**config.mk**
```make
export PLATFORM = sky130hd
export DESIGN_NAME = byte_stream_field_splitter_top
export DESIGN_NICKNAME = d
export VERILOG_FILES = /design/src/hw/rtl/bsfs_pkg.sv /design/src/hw/rtl/bsfs_split_core.sv /design/src/hw/rtl/bsfs_emitter.sv /design/src/hw/rtl/byte_stream_field_splitter_top.sv
export SDC_FILE = /design/constraint.sdc
export NUM_CORES = 1
export LEC_CHECK = 0
export BUFFER_PORTS_ARGS = -buffer_cell sky130_fd_sc_hd__buf_2
export CORE_MARGIN = 2
export CORE_UTILIZATION = 40
export DETAILED_ROUTE_END_ITERATION = 16
export REMOVE_ABC_BUFFERS = 1
export SYNTH_ARGS = -nofsm -noshare
export SYNTH_HDL_FRONTEND = slang
export SYNTH_HIERARCHICAL = 1
export SYNTH_SLANG_ARGS = --single-unit
export TNS_END_PERCENT = 30
```
**constraint.sdc**
```tcl
create_clock -name clk -period 14.05 [get_ports clk]
set_input_delay 2.81 -clock clk [delete_from_list [all_inputs] [get_ports clk]]
set_output_delay 2.81 -clock clk [all_outputs]
set_load 0.02 [all_outputs]
```
**src/hw/rtl/bsfs_pkg.sv**
```systemverilog
`timescale 1ns / 1ps
// ----------------------------------------------------------------------------
// bsfs_pkg
// Shared constants and types for the byte stream field splitter.
// ----------------------------------------------------------------------------
package bsfs_pkg;

  // default for the longest separator the window can hold
  localparam int MAX_SEP_DEF = 8;

  // separator register carries at most this many bytes
  localparam int SEP_BYTES = 8;

  localparam int BYTE_W     = 8;
  localparam int SEP_LEN_W  = 4;
  localparam int SEP_DATA_W = 64;
  localparam int CFG_ADDR_W = 2;
  localparam int CFG_DATA_W = 64;

  // register indexes
  localparam logic [CFG_ADDR_W-1:0] REG_SEP_LEN   = 2'd0;
  localparam logic [CFG_ADDR_W-1:0] REG_SEP_BYTES = 2'd1;

  // reset values of the registers
  localparam logic [SEP_LEN_W-1:0]  SEP_LEN_RST   = 4'd1;
  localparam logic [SEP_DATA_W-1:0] SEP_BYTES_RST = 64'd44;

  // head part of one request's result batch
  typedef struct packed {
    logic              head_vld;   // a head result (a byte or a field end) is present
    logic              head_fe;    // that result is a field end, else a byte
    logic [BYTE_W-1:0] head_byte;
    logic              fin_end;    // source ends with this request
  } batch_ctl_t;

endpackage

```
**src/hw/rtl/bsfs_split_core.sv**
```systemverilog
`timescale 1ns / 1ps
// ----------------------------------------------------------------------------
// bsfs_split_core
// Holds the configuration and the match window, and turns one input request
// into a result batch combinationally.
// ----------------------------------------------------------------------------
module bsfs_split_core
  import bsfs_pkg::*;
#(
  parameter  int MAX_SEP = MAX_SEP_DEF,
  localparam int LMAX    = (MAX_SEP < SEP_BYTES) ? MAX_SEP : SEP_BYTES,
  localparam int CNT_W   = $clog2(LMAX + 1),
  localparam int IDX_W   = (LMAX > 1) ? $clog2(LMAX) : 1
) (
  input  logic                         clk,
  input  logic                         rst_n,
  input  logic                         cfg_wr_en,
  input  logic [CFG_ADDR_W-1:0]        cfg_addr,
  input  logic [CFG_DATA_W-1:0]        cfg_wdata,
  input  logic                         step_en,
  input  logic [BYTE_W-1:0]            in_byte,
  input  logic                         in_present,
  input  logic                         in_end,
  output batch_ctl_t                   bat_ctl,
  output logic [LMAX-1:0][BYTE_W-1:0]  bat_fl,
  output logic [CNT_W-1:0]             bat_cnt
);

  logic [SEP_LEN_W-1:0]          sep_len_r;
  logic [SEP_DATA_W-1:0]         sep_bytes_r;
  logic [LMAX-1:0][BYTE_W-1:0]   win_r, win_nxt;
  logic [CNT_W-1:0]              cnt_r, cnt_nxt;

  logic [CNT_W-1:0]              eff_len;
  logic [LMAX-1:0][BYTE_W-1:0]   win_ext, win_sh;
  logic [CNT_W-1:0]              cnt_inc;
  logic                          match;

  // effective separator length, capped at the window depth
  assign eff_len = (sep_len_r > SEP_LEN_W'(LMAX)) ? CNT_W'(LMAX) : CNT_W'(sep_len_r);

  // window with the new byte appended, its compare and its one-step shift
  always_comb begin
    win_ext = win_r;
    win_ext[cnt_r[IDX_W-1:0]] = in_byte;
    cnt_inc = cnt_r + CNT_W'(1);
    match = 1'b1;
    for (int k = 0; k < LMAX; k++) begin
      if ((CNT_W'(k) < eff_len) && (win_ext[k] != sep_bytes_r[8*k +: 8])) begin
        match = 1'b0;
      end
    end
    win_sh = win_ext;
    for (int k = 0; k < LMAX - 1; k++) begin
      win_sh[k] = win_ext[k + 1];
    end
  end

  // split decision and batch build
  always_comb begin
    bat_ctl.head_vld  = 1'b0;
    bat_ctl.head_fe   = 1'b0;
    bat_ctl.head_byte = '0;
    bat_ctl.fin_end   = in_end;
    win_nxt = win_r;
    cnt_nxt = cnt_r;
    if (in_present) begin
      if (eff_len == '0) begin
        bat_ctl.head_vld  = 1'b1;
        bat_ctl.head_byte = in_byte;
      end else if (cnt_inc == eff_len) begin
        bat_ctl.head_vld = 1'b1;
        if (match) begin
          bat_ctl.head_fe = 1'b1;
          cnt_nxt = '0;
        end else begin
          bat_ctl.head_byte = win_ext[0];
          win_nxt = win_sh;
          cnt_nxt = eff_len - CNT_W'(1);
        end
      end else begin
        win_nxt = win_ext;
        cnt_nxt = cnt_inc;
      end
    end
    // at the end of the source every held byte is flushed
    bat_fl  = win_nxt;
    bat_cnt = in_end ? cnt_nxt : '0;
    if (in_end) begin
      cnt_nxt = '0;
    end
  end

  // configuration and window registers
  always_ff @(posedge clk) begin
    if (!rst_n) begin
      sep_len_r   <= SEP_LEN_RST;
      sep_bytes_r <= SEP_BYTES_RST;
      cnt_r       <= '0;
    end else if (cfg_wr_en) begin
      if (cfg_addr == REG_SEP_LEN) begin
        sep_len_r <= cfg_wdata[SEP_LEN_W-1:0];
        cnt_r     <= '0;
      end else if (cfg_addr == REG_SEP_BYTES) begin
        sep_bytes_r <= cfg_wdata[SEP_DATA_W-1:0];
      end
    end else if (step_en) begin
      cnt_r <= cnt_nxt;
    end
  end

  // window bytes carry no reset
  always_ff @(posedge clk) begin
    if (step_en) begin
      win_r <= win_nxt;
    end
  end

  // the window never holds a full separator between requests
  a_cnt_below_len: assert property (@(posedge clk) disable iff (!rst_n)
    (cnt_r == '0) || (cnt_r < eff_len))
    else $error("window count reached separator length");

endmodule

```
**src/hw/rtl/bsfs_emitter.sv**
```systemverilog
`timescale 1ns / 1ps
// ----------------------------------------------------------------------------
// bsfs_emitter
// Result register: holds one request's batch and sends its results out one
// per cycle while out_tready is high, merging the final field end onto a trailing byte.
// ----------------------------------------------------------------------------
module bsfs_emitter
  import bsfs_pkg::*;
#(
  parameter  int MAX_SEP = MAX_SEP_DEF,
  localparam int LMAX    = (MAX_SEP < SEP_BYTES) ? MAX_SEP : SEP_BYTES,
  localparam int CNT_W   = $clog2(LMAX + 1)
) (
  input  logic                         clk,
  input  logic                         rst_n,
  input  logic                         load,
  input  batch_ctl_t                   bat_ctl,
  input  logic [LMAX-1:0][BYTE_W-1:0]  bat_fl,
  input  logic [CNT_W-1:0]             bat_cnt,
  output logic                         can_load,
  output logic                         out_tvalid,
  input  logic                         out_tready,
  output logic [7:0]                   out_tdata,  // out_byte
  output logic [2:0]                   out_tuser,  // out_byte_valid, field_end, source_done
  output logic                         out_tlast   // run_last
);

  logic                        hd_pend_r, hd_pend_nxt;
  logic                        hd_fe_r, hd_fe_nxt;
  logic [BYTE_W-1:0]           hd_byte_r, hd_byte_nxt;
  logic [LMAX-1:0][BYTE_W-1:0] fl_r, fl_nxt;
  logic [CNT_W-1:0]            fl_cnt_r, fl_cnt_nxt;
  logic                        end_r, end_nxt;
  logic                        mk_pend_r, mk_pend_nxt;

  logic busy, take, res_vld, res_fe, res_sd;
  logic [BYTE_W-1:0] res_byte;

  assign busy = hd_pend_r | (fl_cnt_r != '0) | mk_pend_r;
  assign take = busy & out_tready;

  // current result: head first, then flushed bytes, then a lone field end
  always_comb begin
    res_byte  = '0;
    res_vld   = 1'b0;
    res_fe    = 1'b0;
    res_sd    = 1'b0;
    out_tlast = 1'b0;
    if (hd_pend_r) begin
      res_vld   = ~hd_fe_r;
      res_byte  = hd_fe_r ? '0 : hd_byte_r;
      out_tlast = (fl_cnt_r == '0) & ~mk_pend_r;
      res_fe    = hd_fe_r | (out_tlast & end_r);
      res_sd    = ~hd_fe_r & out_tlast & end_r;
    end else if (fl_cnt_r != '0) begin
      res_vld   = 1'b1;
      res_byte  = fl_r[0];
      out_tlast = (fl_cnt_r == CNT_W'(1)) & ~mk_pend_r;
      res_fe    = out_tlast & end_r;
      res_sd    = out_tlast & end_r;
    end else if (mk_pend_r) begin
      res_fe    = 1'b1;
      res_sd    = 1'b1;
      out_tlast = 1'b1;
    end
  end

  assign out_tvalid = busy;
  assign out_tdata  = res_byte;
  assign out_tuser  = {res_sd, res_fe, res_vld};
  assign can_load   = ~busy | (take & out_tlast);

  // next state: advance on a taken result, reload on a new batch
  always_comb begin
    hd_pend_nxt = hd_pend_r;
    hd_fe_nxt   = hd_fe_r;
    hd_byte_nxt = hd_byte_r;
    fl_nxt      = fl_r;
    fl_cnt_nxt  = fl_cnt_r;
    end_nxt     = end_r;
    mk_pend_nxt = mk_pend_r;
    if (take) begin
      if (hd_pend_r) begin
        hd_pend_nxt = 1'b0;
      end else if (fl_cnt_r != '0) begin
        for (int k = 0; k < LMAX - 1; k++) begin
          fl_nxt[k] = fl_r[k + 1];
        end
        fl_cnt_nxt = fl_cnt_r - CNT_W'(1);
      end else begin
        mk_pend_nxt = 1'b0;
      end
    end
    if (load) begin
      hd_pend_nxt = bat_ctl.head_vld;
      hd_fe_nxt   = bat_ctl.head_fe;
      hd_byte_nxt = bat_ctl.head_byte;
      fl_nxt      = bat_fl;
      fl_cnt_nxt  = bat_cnt;
      end_nxt     = bat_ctl.fin_end;
      // final field end needs its own result unless a byte closes the batch
      mk_pend_nxt = bat_ctl.fin_end &
                    ~((bat_cnt != '0) | (bat_ctl.head_vld & ~bat_ctl.head_fe));
    end
  end

  // control registers
  always_ff @(posedge clk) begin
    if (!rst_n) begin
      hd_pend_r <= 1'b0;
      fl_cnt_r  <= '0;
      mk_pend_r <= 1'b0;
      end_r     <= 1'b0;
    end else begin
      hd_pend_r <= hd_pend_nxt;
      fl_cnt_r  <= fl_cnt_nxt;
      mk_pend_r <= mk_pend_nxt;
      end_r     <= end_nxt;
    end
  end

  // payload registers
  always_ff @(posedge clk) begin
    hd_fe_r   <= hd_fe_nxt;
    hd_byte_r <= hd_byte_nxt;
    fl_r      <= fl_nxt;
  end

  // source done always rides on a field end
  a_sd_has_fe: assert property (@(posedge clk) disable iff (!rst_n)
    out_tvalid && out_tuser[2] |-> out_tuser[1])
    else $error("source done without field end");

  // source done only on the last result of a request
  a_sd_is_last: assert property (@(posedge clk) disable iff (!rst_n)
    out_tvalid && out_tuser[2] |-> out_tlast)
    else $error("source done before end of batch");

  // a byte carries a field end only as the final one of a source
  a_byte_fe_final: assert property (@(posedge clk) disable iff (!rst_n)
    out_tvalid && out_tuser[0] && out_tuser[1] |-> out_tuser[2])
    else $error("separator end marked on a data byte");

endmodule

```
**src/hw/rtl/byte_stream_field_splitter_top.sv**
```systemverilog
`timescale 1ns / 1ps
// ----------------------------------------------------------------------------
// byte_stream_field_splitter_top
// Splits a byte stream into fields at a configurable separator.
// ----------------------------------------------------------------------------
// A request's batch goes into a single result register whose results leave
// one per cycle while out_tready is high, so a request with at most one
// result runs at one request per clock then, and one with more (up to eight,
// when a source end flushes the window) holds the input until its last one is
// taken. Window byte compares are parallel and combinational; no clearing pass after
// reset. Write the registers only while no results are outstanding.
// ----------------------------------------------------------------------------
module byte_stream_field_splitter_top
  import bsfs_pkg::*;
#(
  parameter int MAX_SEP = MAX_SEP_DEF
) (
  input  logic                  clk,
  input  logic                  rst_n,
  input  logic                  cfg_wr_en,
  input  logic [CFG_ADDR_W-1:0] cfg_addr,
  input  logic [CFG_DATA_W-1:0] cfg_wdata,
  input  logic                  in_tvalid,
  output logic                  in_tready,
  input  logic [7:0]            in_tdata,   // in_byte
  input  logic                  in_tuser,   // byte_present
  input  logic                  in_tlast,   // source_end
  output logic                  out_tvalid,
  input  logic                  out_tready,
  output logic [7:0]            out_tdata,  // out_byte
  output logic [2:0]            out_tuser,  // out_byte_valid, field_end, source_done
  output logic                  out_tlast   // run_last
);

  localparam int LMAX  = (MAX_SEP < SEP_BYTES) ? MAX_SEP : SEP_BYTES;
  localparam int CNT_W = $clog2(LMAX + 1);

  batch_ctl_t                  bat_ctl;
  logic [LMAX-1:0][BYTE_W-1:0] bat_fl;
  logic [CNT_W-1:0]            bat_cnt;
  logic                        can_load, step_en;

  // a request is accepted whenever the result register can take its batch
  assign in_tready = can_load;
  assign step_en   = in_tvalid & can_load;

  bsfs_split_core #(
    .MAX_SEP (MAX_SEP)
  ) u_core (
    .clk        (clk),
    .rst_n      (rst_n),
    .cfg_wr_en  (cfg_wr_en),
    .cfg_addr   (cfg_addr),
    .cfg_wdata  (cfg_wdata),
    .step_en    (step_en),
    .in_byte    (in_tdata),
    .in_present (in_tuser),
    .in_end     (in_tlast),
    .bat_ctl    (bat_ctl),
    .bat_fl     (bat_fl),
    .bat_cnt    (bat_cnt)
  );

  bsfs_emitter #(
    .MAX_SEP (MAX_SEP)
  ) u_emit (
    .clk        (clk),
    .rst_n      (rst_n),
    .load       (step_en),
    .bat_ctl    (bat_ctl),
    .bat_fl     (bat_fl),
    .bat_cnt    (bat_cnt),
    .can_load   (can_load),
    .out_tvalid (out_tvalid),
    .out_tready (out_tready),
    .out_tdata  (out_tdata),
    .out_tuser  (out_tuser),
    .out_tlast  (out_tlast)
  );

endmodule
```
==> results of run 1 <==
==> report_power, final <==
part	internal, W	total, W	switching (W)
registers	0.000913	0.00101	0.0000931
logic	0.000253	0.000632	0.000379
clock network	0.000377	0.000632	0.000255
==> worst register-to-register path: cells and delay by family, from the launching register on <==
family,cells,cell delay [ps]
and+or+nand+nor,4,2110
DFF,1,680
muxes,1,260
buffers and inverters,1,340
AOI/OAI and AO/OA,5,1890
==> sequential cells by signal, indices dropped and copies added, names as in the netlist, 4 cells and up <==
name and flops:
u_core/cnt_r 4, u_core/sep_bytes_r 64, u_core/sep_len_r 4, u_core/win_r 64, u_emit/fl_cnt_r 4, u_emit/fl_r 64, u_emit/hd_byte_r 8
==> cells in the mapped netlist, types with 10 or more instances <==
cell type,instances
nand2_1,158
edfxtp_1,137
dfxtp_1,79
a21boi_0,64
mux2_2,62
inv_1,57
nor3_1,56
nor2_1,51
mux2i_1,50
a221oi_1,42
clkbuf_1,38
a21oi_1,34
buf_2,22
nor2b_1,22
o22ai_1,22
xor2_1,22
xnor2_1,21
o21ai_0,19
a32o_1,12
nand2b_1,12
a211oi_1,10
a22o_1,10
nand3_1,10
==> kinds of logic (layout without fill, tap and decap cells) <==
family / Yosys count / after routing / share of synthesized area, %
flops: 216 / 216 / 47.7
xor+xnor: 43 / 43 / 3.15
buf+inv: 141 / 212 / 5.37
compound gates: 281 / 281 / 18.0
mux: 113 / 113 / 10.1
fa+ha+maj: 7 / 7 / 0.733
simple gates: 364 / 364 / 14.9
==> per-layer routing <==
layer | vias up | global-route usage, % | share of wire [%]
met5 | - | 0 | 0
met4 | 0 | 8.61 | 4.2
met3 | 93 | 3.41 | 7.6
met2 | 463 | 36.0 | 46
met1 | 4556 | 29.9 | 42
li1 | 4438 | - | -
==> area by class of cell <==
| cell class | count | area share [%] |
|---|---|---|
| Sequential cell | 216 | 42.4 |
| Clock inverter | 5 | 0.391 |
| Inverter | 57 | 1.59 |
| Multi-Input combinational cell | 808 | 42.1 |
| Tap cell | 390 | 3.63 |
| Clock buffer | 40 | 5.52 |
| Timing Repair Buffer | 110 | 4.40 |
==> worst min path at each step <==
stage                                        start                             endpoint  slack, ps  cells after the start
3_5_place_dp   u_core/sep_bytes_r[20]$_SDFFE_PN0P_  u_core/sep_bytes_r[20]$_SDFFE_PN0P_        480                      2
3_3_place_gp   u_core/sep_bytes_r[20]$_SDFFE_PN0P_  u_core/sep_bytes_r[20]$_SDFFE_PN0P_        470                      2
2_1_floorplan     u_core/sep_len_r[0]$_SDFFE_PN1P_     u_core/sep_len_r[0]$_SDFFE_PN1P_        450                      2
6_report       u_core/sep_bytes_r[20]$_SDFFE_PN0P_  u_core/sep_bytes_r[20]$_SDFFE_PN0P_        480                      2
5_1_grt        u_core/sep_bytes_r[19]$_SDFFE_PN0P_  u_core/sep_bytes_r[19]$_SDFFE_PN0P_        510                      2
4_1_cts        u_core/sep_bytes_r[20]$_SDFFE_PN0P_  u_core/sep_bytes_r[20]$_SDFFE_PN0P_        480                      2
==> through the flow <==
step                std cells  cell area (sq um)
floorplan                1081              11500
global placement         1581              12600
detailed placement       1581              12600
CTS                      1626              13400
global route             1626              13400
finish                   1626              13400
==> results by group, run 1 <==
Route
  – Number of DRC markers in iteration 0: 1015
  – Wire length reported by the detailed router: 35.1 mm
  – Detailed-routing iteration count for the pre-antenna-repair pass: 5
  – DRC violations left: 0
  – DR vias/cell: 5.87
  – DR vias: 9550
  – Avg WL per Cell: 21.6 um
  – Antenna viol nets, final: 0

Power
  – Total Power Consumption: 0.00227 W
  – Maximum VDD drop: 0.0930 mV
  – Power density over the cells: 169 nW/um^2
  – Leakage power total: 4.90 nW

Hold path
  – Classification of the worst-slack hold path: flop to flop

Clocking
  – Clock latency at the later pin of the worst-skew pair: 530 ps
  – TritonCTS Sinks: 216
  – Clock-pin slew on the worst setup and hold paths: 60 ps
  – Quantity of gates resized following cts: 0
  – Post-CTS setup-driven buffer insertion count: 0
  – Clock buffer count from CTS: 25
  – CTS root buf: clkbuf_16
  – Hold-fix buffers, CTS: 0
  – H-tree level count: 1
  – Clock tree from TritonCTS: yes
  – Maximum buffer depth of the clock tree: 3

Critical path
  – Destination of the worst register-to-register timing path: u_emit/fl_r[17]$_DFFE_PP_
  – Master of the slowest instance on the critical path: or2_1
  – Buffer and inverter count on the worst path: 3
  – Required arrival time at the worst endpoint: 14320 ps
  – Setup crit start: in_tdata[6]
  – Critical-path cell list: buf_2 -> inv_1 -> a2111oi_0 -> mux2i_1 -> nor4_1 -> nand3_1 -> a2111oi_4 -> a211oi_4 -> buf_4 -> or2_1 -> o221a_2 -> mux2_2
  – Endpoint class of the critical path: flop
  – Reg2Reg Setup Slack: 8530 ps
  – Critical path peak fanout: 33
  – Cell family with the largest share of critical-path delay: compound AO/OA/AOI/OAI gates
  – CP max stage delay: 500 ps
  – Startpoint types: input pin
  – Data arrival time at the worst-slack endpoint: 6900 ps
  – Cell count along the critical path: 12
  – Worst setup path end: u_emit/fl_r[17]$_DFFE_PP_
  – Setup Crit Path Kind: input pin to flop
  – Logic depth of the worst register-to-register path: 11
  – Worst flop-to-flop path startpoint: u_core/cnt_r[0]$_SDFFE_PN0P_

Layout
  – Number of antenna diodes: 0
  – Leading cell types in the layout, fill and taps excluded: nand2_1 (158), edfxtp_1 (137), buf_2 (94)
  – Most common cell after layout, fill and taps aside: nand2_1
  – FF/Latch Area: 5700 sq um
  – Number of fill cells: 2847
  – Post-layout utilization of the core: 45.4%
  – Final layout net count: 1306
  – Area growth syn-to-layout: 12.4%
  – Share of layout cells above drive strength 1: 19.3%
  – Multi-input gate area in the final layout: 5650 sq um

STA
  – Final setup viols: 0
  – Max-slew violation count: 0
  – Final critical-path share of the clock period: 47.2%
  – Skew final: 19.3 ps
  – Upper clock frequency limit: 151 MHz
  – Final Critical Period: 6630 ps
  – Total negative setup slack: 0 ps
  – Worst setup margin: 7420 ps
  – Slew at the pin closest to its max-slew limit: 1070 ps
  – Tightest slew margin relative to the limit: 28.4%
  – Number of hold-slack violations in the final timing report: 0
  – RSZ-0062 raised after global routing: false
  – Final worst hold slack: 480 ps

Placement
  – Routability-driven placement congestion ratio: 0.912
  – Dpl hpwl: 24.3 mm
  – Count of buffers from port buffering: 94
  – Worst slack at placement: 6960 ps

Job
  – Count of max-cap constraint violations: 0

Logic synthesis
  – Number of flip-flops and latches in the synthesized netlist: 216
  – Netlist Area Pre-Place: 11900 sq um
  – Share of synthesized area occupied by flip-flops and latches: 47.7%
  – Post-synth EDFFs: 137
  – Yosys warning total: 6
  – Proportion of netlist area held by the largest area contributor: 34.4%
  – Mean post-synth cell area: 10.3 sq um
  – Async set-or-reset flop fraction in the synthesized netlist: 0%
  – Top_reg_cell synth: edfxtp_1
  – Biggest area contributors in the synthesized netlist: edfxtp_1 (34%), dfxtp_1 (13%), mux2_2 (5.8%), nand2_1 (5.0%), mux2i_1 (4.2%)
  – Synth unique cells: 75
  – Number of instances in the synthesized netlist: 1165
  – Post-synth top area cell: edfxtp_1

Global route
  – Global-route wire length before repair: 53.3 mm
  – Vias in the first global route: 9033
  – Total global-route track usage: 22.2%
  – Initial antenna violation count: 0
  – Remaining Overflow, GRT: 0
  – Maximum number of pins on one net before global-route repair: 82

Floorplanning
  – Full die area: 31300 sq um
  – Horiz. Die Dim: 177 um
  – Placeable core area: 29600 sq um
  – I/O pin cnt: 95
  – Die outline height: 177 um
  – Starting Density: 40.4%
  – Number of standard-cell rows in the floorplan: 63

Run status
  – Status: completed
Power figures use the tool's default switching activity.
==> run 2: changes to the inputs <==
==> constraint.sdc (replaced) <==
create_clock -name clk -period 6.4 [get_ports clk]
set_input_delay 1.28 -clock clk [delete_from_list [all_inputs] [get_ports clk]]
set_output_delay 1.28 -clock clk [all_outputs]
set_load 0.02 [all_outputs]
==> run 2 against run 1 <==
Power up 120%. Core utilization is 0.36 points higher. First-iteration DRC count is 5.4% lower. Global-route usage is 0.21 points lower. Critical path depth down 1. Final area up 0.80%. Sequential power rose by 120%. Non-clock buffer count grew 2. Hold slack improved by 5.6 ps. Combinational power increased by 120%. Final cell count grew 0.31%. Sequential share of layout area fell by 0.34 points.
==> results by group, run 2 (synthesis results as in run 1) <==
Layout
  – Area growth syn-to-layout: 13.3% (was 12.4%)
  – Top flop regs: u_core/sep_bytes_r: 64 flops, u_core/win_r: 64 flops, u_emit/fl_r: 64 flops (unchanged)
  – Design area: 13500 sq um (was 13400 sq um)
  – Share of layout cells above drive strength 1: 19.9% (was 19.3%)
  – Number of standard cells in the layout, taps in and fillers out: 1631 (was 1626)
  – Number of fill cells: 2798 (was 2847)
  – Leading cell types in the layout, fill and taps excluded: nand2_1 (158), edfxtp_1 (137), buf_2 (94) (unchanged)
  – Most common cell after layout, fill and taps aside: nand2_1 (unchanged)
  – Final layout net count: 1309 (was 1306)
  – Number of antenna diodes: 0 (unchanged)

Clocking
  – Clock buffer count from CTS: 26 (was 25)
  – TritonCTS Sinks: 216 (unchanged)
  – Clock-pin slew on the worst setup and hold paths: 60 ps (about the same)
  – Clock tree from TritonCTS: yes (unchanged)
  – Maximum buffer depth of the clock tree: 3 (unchanged)
  – Post-CTS setup-driven buffer insertion count: 0 (unchanged)
  – Hold-fix buffers, CTS: 0 (unchanged)
  – Clock latency at the later pin of the worst-skew pair: 530 ps (about the same)
  – H-tree level count: 1 (unchanged)
  – Quantity of gates resized following cts: 0 (unchanged)
  – CTS root buf: clkbuf_16 (unchanged)

Placement
  – Count of buffers from port buffering: 94 (unchanged)
  – Dpl hpwl: 24.0 mm (was 24.3 mm)
  – Post-placement cell area: 12700 sq um (was 12600 sq um)
  – Routability-driven placement congestion ratio: 0.922 (was 0.912)
  – Number of cells after detailed placement: 1583 (was 1581)

Critical path
  – Worst flop-to-flop path startpoint: u_core/cnt_r[0]$_SDFFE_PN0P_ (unchanged)
  – Reg2Reg Setup Slack: 1050 ps (was 8530 ps)
  – Logic depth of the worst register-to-register path: 11 (unchanged)
  – Startpoint types: flop (was input pin)
  – Setup crit start: u_core/cnt_r[0]$_SDFFE_PN0P_ (was in_tdata[6])
  – Required arrival time at the worst endpoint: 6680 ps (was 14320 ps)
  – Critical path peak fanout: 36 (was 33)
  – Endpoint class of the critical path: flop (unchanged)
  – Setup Crit Path Kind: flop to flop (was input pin to flop)
  – Data arrival time at the worst-slack endpoint: 5630 ps (was 6900 ps)
  – Destination of the worst register-to-register timing path: u_emit/fl_r[17]$_DFFE_PP_ (unchanged)

Global route
  – Total global-route track usage: 22.0% (was 22.2%)
  – Remaining Overflow, GRT: 0 (unchanged)
  – Maximum number of pins on one net before global-route repair: 82 (unchanged)
  – Initial antenna violation count: 0 (unchanged)
  – Global-route wire length before repair: 53.5 mm (was 53.3 mm)
  – Vias in the first global route: 9218 (was 9033)

Floorplanning
  – Horiz. Die Dim: 177 um (unchanged)
  – Placeable core area: 29600 sq um (unchanged)
  – Full die area: 31300 sq um (unchanged)
  – Number of standard-cell rows in the floorplan: 63 (unchanged)
  – I/O pin cnt: 95 (unchanged)
  – Die outline height: 177 um (unchanged)
  – Starting Density: 40.4% (unchanged)

STA
  – Final Critical Period: 5350 ps
  – Final critical-path share of the clock period: 83.6%
  – RSZ-0062 raised after global routing: false (unchanged)
  – Skew final: 13.7 ps (was 19.3 ps)
  – Slew at the pin closest to its max-slew limit: 1100 ps (was 1070 ps)
  – Final worst hold slack: 485 ps (was 480 ps)
  – Tightest slew margin relative to the limit: 26.8% (was 28.4%)
  – Number of hold-slack violations in the final timing report: 0 (unchanged)
  – Max-slew violation count: 0 (unchanged)
  – Upper clock frequency limit: 187 MHz
  – Final setup viols: 0 (unchanged)
  – Total negative setup slack: 0 ps (unchanged)

Route
  – DRC violations left: 0 (unchanged)
  – Wire length reported by the detailed router: 34.7 mm (was 35.1 mm)
  – Detailed-routing iteration count for the pre-antenna-repair pass: 6 (was 5)
  – DR vias: 9474 (was 9550)
  – Avg WL per Cell: 21.3 um (was 21.6 um)
  – Antenna viol nets, final: 0 (unchanged)
  – DR vias/cell: 5.81 (was 5.87)
  – Number of DRC markers in iteration 0: 960 (was 1015)

Power
  – Total Power Consumption: 0.00509 W (was 0.00227 W)
  – Maximum VDD drop: 0.222 mV (was 0.0930 mV)
  – Leakage power total: 4.96 nW (was 4.90 nW)
  – Power density over the cells: 376 nW/um^2 (was 169 nW/um^2)

Job
  – Count of max-cap constraint violations: 0 (unchanged)

Hold path
  – Worst hold path endpoint: u_core/sep_bytes_r[20]$_SDFFE_PN0P_ (unchanged)
  – Classification of the worst-slack hold path: flop to flop (unchanged)
  – Min-delay src: u_core/sep_bytes_r[20]$_SDFFE_PN0P_ (unchanged)
  – Worst Hold Path Cells: 2 (unchanged)

Run status
  – Status: completed (unchanged)
run 2: changes by cell type in the layout (fill, tap and decap cells not counted), sizes merged:
cell	previous run	this run
clkbuf	40	43
buf	110	112
clkinv	4	3
inv	57	59
bufinv	1	0
run 2: how the worst max path moves through the flow:
stage                                     end  slack [ps]
finish              u_emit/fl_r[17]$_DFFE_PP_        1050
global route        u_emit/fl_r[45]$_DFFE_PP_         730
CTS                 u_emit/fl_r[45]$_DFFE_PP_        1130
detailed placement  u_emit/fl_r[45]$_DFFE_PP_         880
global placement    u_emit/fl_r[45]$_DFFE_PP_        1040
floorplan           u_emit/fl_r[28]$_DFFE_PP_        -530
run 2: where the power goes:
group          total [W]  switching [W]  internal (W)
Sequential       0.00221       0.000201       0.00201
Clock            0.00149       0.000579      0.000914
Combinational    0.00139       0.000829      0.000557
Total            0.00509        0.00161       0.00348
run 2: per-layer routing:
layer	up-vias	track usage (%)	wire length [um]
met5	-	0	0
met4	0	6.92	917
met3	70	3.93	2580
met2	391	36.7	16300
met1	4566	29.0	14900
li1	4447	-	-
run 2: area by class of cell:
class / count / area (sq um) / share of cell area [%]
Clock buffer: 43 / 860 / 6.35
Clock inverter: 5 / 27.5 / 0.203
Inverter: 57 / 214 / 1.58
Multi-Input combinational cell: 808 / 5650 / 41.7
Sequential cell: 216 / 5700 / 42.1
Tap cell: 390 / 488 / 3.60
Timing Repair Buffer: 112 / 606 / 4.47
run 2: worst max-delay path: stages, from the launching register on:
cell      delay (ps)
dfxtp_1          700
nand3b_1         640
buf_4            390
o21a_1           120
nor4bb_1         640
nand3_1          150
o31ai_1          650
a211oi_4         280
buf_4            340
or2_1            500
o221a_2          370
mux2_2           270
run 2: through the flow:
| stage | util, % | setup slack, ps |
|---|---|---|
| after floorplan | - | -532 |
| after global placement | 42.8 | 1040 |
| after detailed placement | 42.8 | 879 |
| after CTS | 45.8 | 1130 |
| after global routing | 45.8 | 728 |
| final | 45.8 | 1050 |
==> run 3: changes to the inputs <==
==> constraint.sdc (replaced) <==
create_clock -name clk -period 4.3 [get_ports clk]
set_input_delay 0.86 -clock clk [delete_from_list [all_inputs] [get_ports clk]]
set_output_delay 0.86 -clock clk [all_outputs]
set_load 0.02 [all_outputs]
==> run 3 against run 2 <==
First-iteration DRC count is 5.8% higher. Hold slack worse by 8.7 ps. Largest power group unchanged. Largest cell class unchanged. Clock power up 40%. Clock-buffer cell count shrank 7. Core utilization up 2.4 points. Combinational power rose by 65%. Flip-flop and latch count unchanged. Sequential share of layout area down 2.1 points.
==> results by group, run 3 (synthesis results as in run 1) <==
Run status
  – Status: completed (unchanged)

Hold path
  – Classification of the worst-slack hold path: flop to flop (unchanged)
  – Worst hold path endpoint: u_core/sep_bytes_r[53]$_SDFFE_PN0P_ (was u_core/sep_bytes_r[20]$_SDFFE_PN0P_)
  – Worst Hold Path Cells: 2 (unchanged)
  – Min-delay src: u_core/sep_bytes_r[53]$_SDFFE_PN0P_ (was u_core/sep_bytes_r[20]$_SDFFE_PN0P_)

Route
  – Number of DRC markers in iteration 0: 1016 (was 960)
  – Avg WL per Cell: 20.7 um (was 21.3 um)
  – DRC violations left: 0 (unchanged)
  – Detailed-routing iteration count for the pre-antenna-repair pass: 5 (was 6)
  – DR vias/cell: 5.66 (was 5.81)
  – Wire length reported by the detailed router: 35.6 mm (was 34.7 mm)
  – DR vias: 9727 (was 9474)
  – Antenna viol nets, final: 0 (unchanged)

Critical path
  – Startpoint types: flop (unchanged)
  – Master of the slowest instance on the critical path: dfxtp_1 (unchanged)
  – Reg2Reg Setup Slack: 210 ps (was 1050 ps)
  – Setup Crit Path Kind: flop to flop (unchanged)
  – Required arrival time at the worst endpoint: 4700 ps (was 6680 ps)
  – Endpoint class of the critical path: flop (unchanged)
  – CP max stage delay: 480 ps (was 700 ps)
  – Worst flop-to-flop path startpoint: u_core/cnt_r[0]$_SDFFE_PN0P_ (unchanged)
  – Logic depth of the worst register-to-register path: 13 (was 11)
  – Destination of the worst register-to-register timing path: u_emit/fl_r[42]$_DFFE_PP_ (was u_emit/fl_r[17]$_DFFE_PP_)
  – Critical-path cell list: buf_4 -> nor3b_2 -> buf_4 -> mux2i_1 -> o22ai_1 -> or2_2 -> o31ai_1 -> and4_1 -> nor2_1 -> or2_2 -> buf_12 -> a221oi_1 -> mux2_2 (was nand3b_1 -> buf_4 -> o21a_1 -> nor4bb_1 -> nand3_1 -> o31ai_1 -> a211oi_4 -> buf_4 -> or2_1 -> o221a_2 -> mux2_2)
  – Data arrival time at the worst-slack endpoint: 4490 ps (was 5630 ps)
  – Critical path peak fanout: 23 (was 36)

Global route
  – Global-route wire length before repair: 54.6 mm (was 53.5 mm)
  – Maximum number of pins on one net before global-route repair: 63 (was 82)
  – Total global-route track usage: 22.6% (was 22.0%)
  – Vias in the first global route: 9482 (was 9218)
  – Initial antenna violation count: 0 (unchanged)
  – Remaining Overflow, GRT: 0 (unchanged)

Placement
  – Routability-driven placement congestion ratio: 0.862 (was 0.922)
  – Count of buffers from port buffering: 94 (unchanged)
  – Post-placement cell area: 13400 sq um (was 12700 sq um)
  – Dpl hpwl: 25.5 mm (was 24.0 mm)

Clocking
  – H-tree level count: 1 (unchanged)
  – Quantity of gates resized following cts: 0 (unchanged)
  – CTS root buf: clkbuf_16 (unchanged)
  – Maximum buffer depth of the clock tree: 3 (unchanged)
  – Clock tree from TritonCTS: yes (unchanged)
  – Hold-fix buffers, CTS: 0 (unchanged)
  – Clock buffer count from CTS: 25 (was 26)
  – Clock latency at the later pin of the worst-skew pair: 530 ps (about the same)
  – Clock-pin slew on the worst setup and hold paths: 60 ps (about the same)
  – TritonCTS Sinks: 216 (unchanged)
  – Post-CTS setup-driven buffer insertion count: 0 (unchanged)

Layout
  – Leading cell types in the layout, fill and taps excluded: nand2_1 (158), edfxtp_1 (137), buf_4 (97) (was nand2_1 (158), edfxtp_1 (137), buf_2 (94))
  – Design area: 14300 sq um (was 13500 sq um)
  – Share of layout cells above drive strength 1: 25.2% (was 19.9%)
  – Most common cell after layout, fill and taps aside: nand2_1 (unchanged)
  – Final layout net count: 1397 (was 1309)
  – Area growth syn-to-layout: 19.3% (was 13.3%)
  – Number of fill cells: 2793 (was 2798)
  – Top flop regs: u_core/sep_bytes_r: 64 flops, u_core/win_r: 64 flops, u_emit/fl_r: 64 flops (unchanged)
  – Number of antenna diodes: 0 (unchanged)
  – Post-layout utilization of the core: 48.2% (was 45.8%)

Floorplanning
  – Placeable core area: 29600 sq um (unchanged)
  – I/O pin cnt: 95 (unchanged)
  – Die outline height: 177 um (unchanged)
  – Number of standard-cell rows in the floorplan: 63 (unchanged)
  – Starting Density: 40.4% (unchanged)
  – Full die area: 31300 sq um (unchanged)
  – Horiz. Die Dim: 177 um (unchanged)

Power
  – Power density over the cells: 537 nW/um^2 (was 376 nW/um^2)
  – Maximum VDD drop: 0.306 mV (was 0.222 mV)
  – Power Internal: 0.00521 W (was 0.00348 W)
  – Fraction of power consumed by the clock network: 27.2% (was 29.4%)
  – Switching power share of the total: 32.0% (was 31.6%)
  – Portion of total power attributed to sequential cells: 43.0% (was 43.4%)
  – Leakage power total: 5.39 nW (was 4.96 nW)
  – Logic pwr share: 29.9% (was 27.3%)
  – Switching component of the power: 0.00245 W (was 0.00161 W)

Job
  – Count of max-cap constraint violations: 0 (unchanged)

STA
  – Tightest slew margin relative to the limit: 20.1% (was 26.8%)
  – Slew at the pin closest to its max-slew limit: 1200 ps (was 1100 ps)
  – Upper clock frequency limit: 244 MHz (was 187 MHz)
  – Final Critical Period: 4090 ps (was 5350 ps)
  – Max-slew violation count: 0 (unchanged)
  – RSZ-0062 raised after global routing: false (unchanged)
  – Final critical-path share of the clock period: 95.2% (was 83.6%)
  – Final setup viols: 0 (unchanged)
  – Number of hold-slack violations in the final timing report: 0 (unchanged)
  – Skew final: 14.5 ps (was 13.7 ps)
==> run 3: power by group through the flow <==
stage | sequential [W] | clock [W] | combinational [W]
after floorplan | 0.00321 | 0 | 0.00149
after global placement | 0.00332 | 0 | 0.00224
after detailed placement | 0.00333 | 0 | 0.00227
after CTS | 0.00329 | 0.00212 | 0.00228
after global routing | 0.00334 | 0.00221 | 0.00249
final | 0.00329 | 0.00208 | 0.00229
==> run 3: layout make-up <==
class	count	area [sq um]	share of cell area, %
Inverter	57	214	1.50
Sequential cell	216	5700	40.0
Timing Repair Buffer	201	1400	9.81
Multi-Input combinational cell	808	5650	39.7
Tap cell	390	488	3.42
Clock buffer	36	749	5.26
Clock inverter	10	55.1	0.386
==> run 3: routing by layer <==
layer  track usage [%]  share of wire (%)
met1              30.4                 44
met2              37.2                 46
met5                 0                  0
met3              3.29                6.1
met4              8.30                3.6
==> run 3: through the flow <==
step | power (W) | cells | hold WS, ps | worst slack (ps) | setup TNS, ps
global placement | 0.00556 | 1672 | 470 | 47.9 | 0
finish | 0.00766 | 1718 | 477 | 205 | 0
CTS | 0.00769 | 1718 | 483 | 164 | 0
global route | 0.00803 | 1718 | 504 | 0.318 | 0
detailed placement | 0.00560 | 1672 | 475 | 48.6 | 0
floorplan | 0.00470 | 1081 | 448 | -2630 | -487870
==> run 3: worst max-delay path by stage <==
stage	from	to	slack [ps]	depth (start not counted)
floorplan	u_core/cnt_r[0]$_SDFFE_PN0P_	u_emit/fl_r[28]$_DFFE_PP_	-2630	10
global placement	in_tdata[5]	u_emit/fl_r[28]$_DFFE_PP_	50	14
detailed placement	in_tdata[5]	u_emit/fl_r[28]$_DFFE_PP_	50	14
CTS	u_core/cnt_r[1]$_SDFFE_PN0P_	u_emit/fl_r[42]$_DFFE_PP_	160	12
global route	u_core/cnt_r[0]$_SDFFE_PN0P_	u_emit/fl_r[21]$_DFFE_PP_	0.3	14
finish	u_core/cnt_r[0]$_SDFFE_PN0P_	u_emit/fl_r[42]$_DFFE_PP_	210	13
==> run 3: worst max-delay path: cells and delay by family, from the launching register on <==
family	cells	cell delay, ps
flip-flops	1	480
buffers and inverters	3	680
multiplexers	2	600
AND/OR/NAND/NOR	5	1230
AO/OA/AOI/OAI	3	960
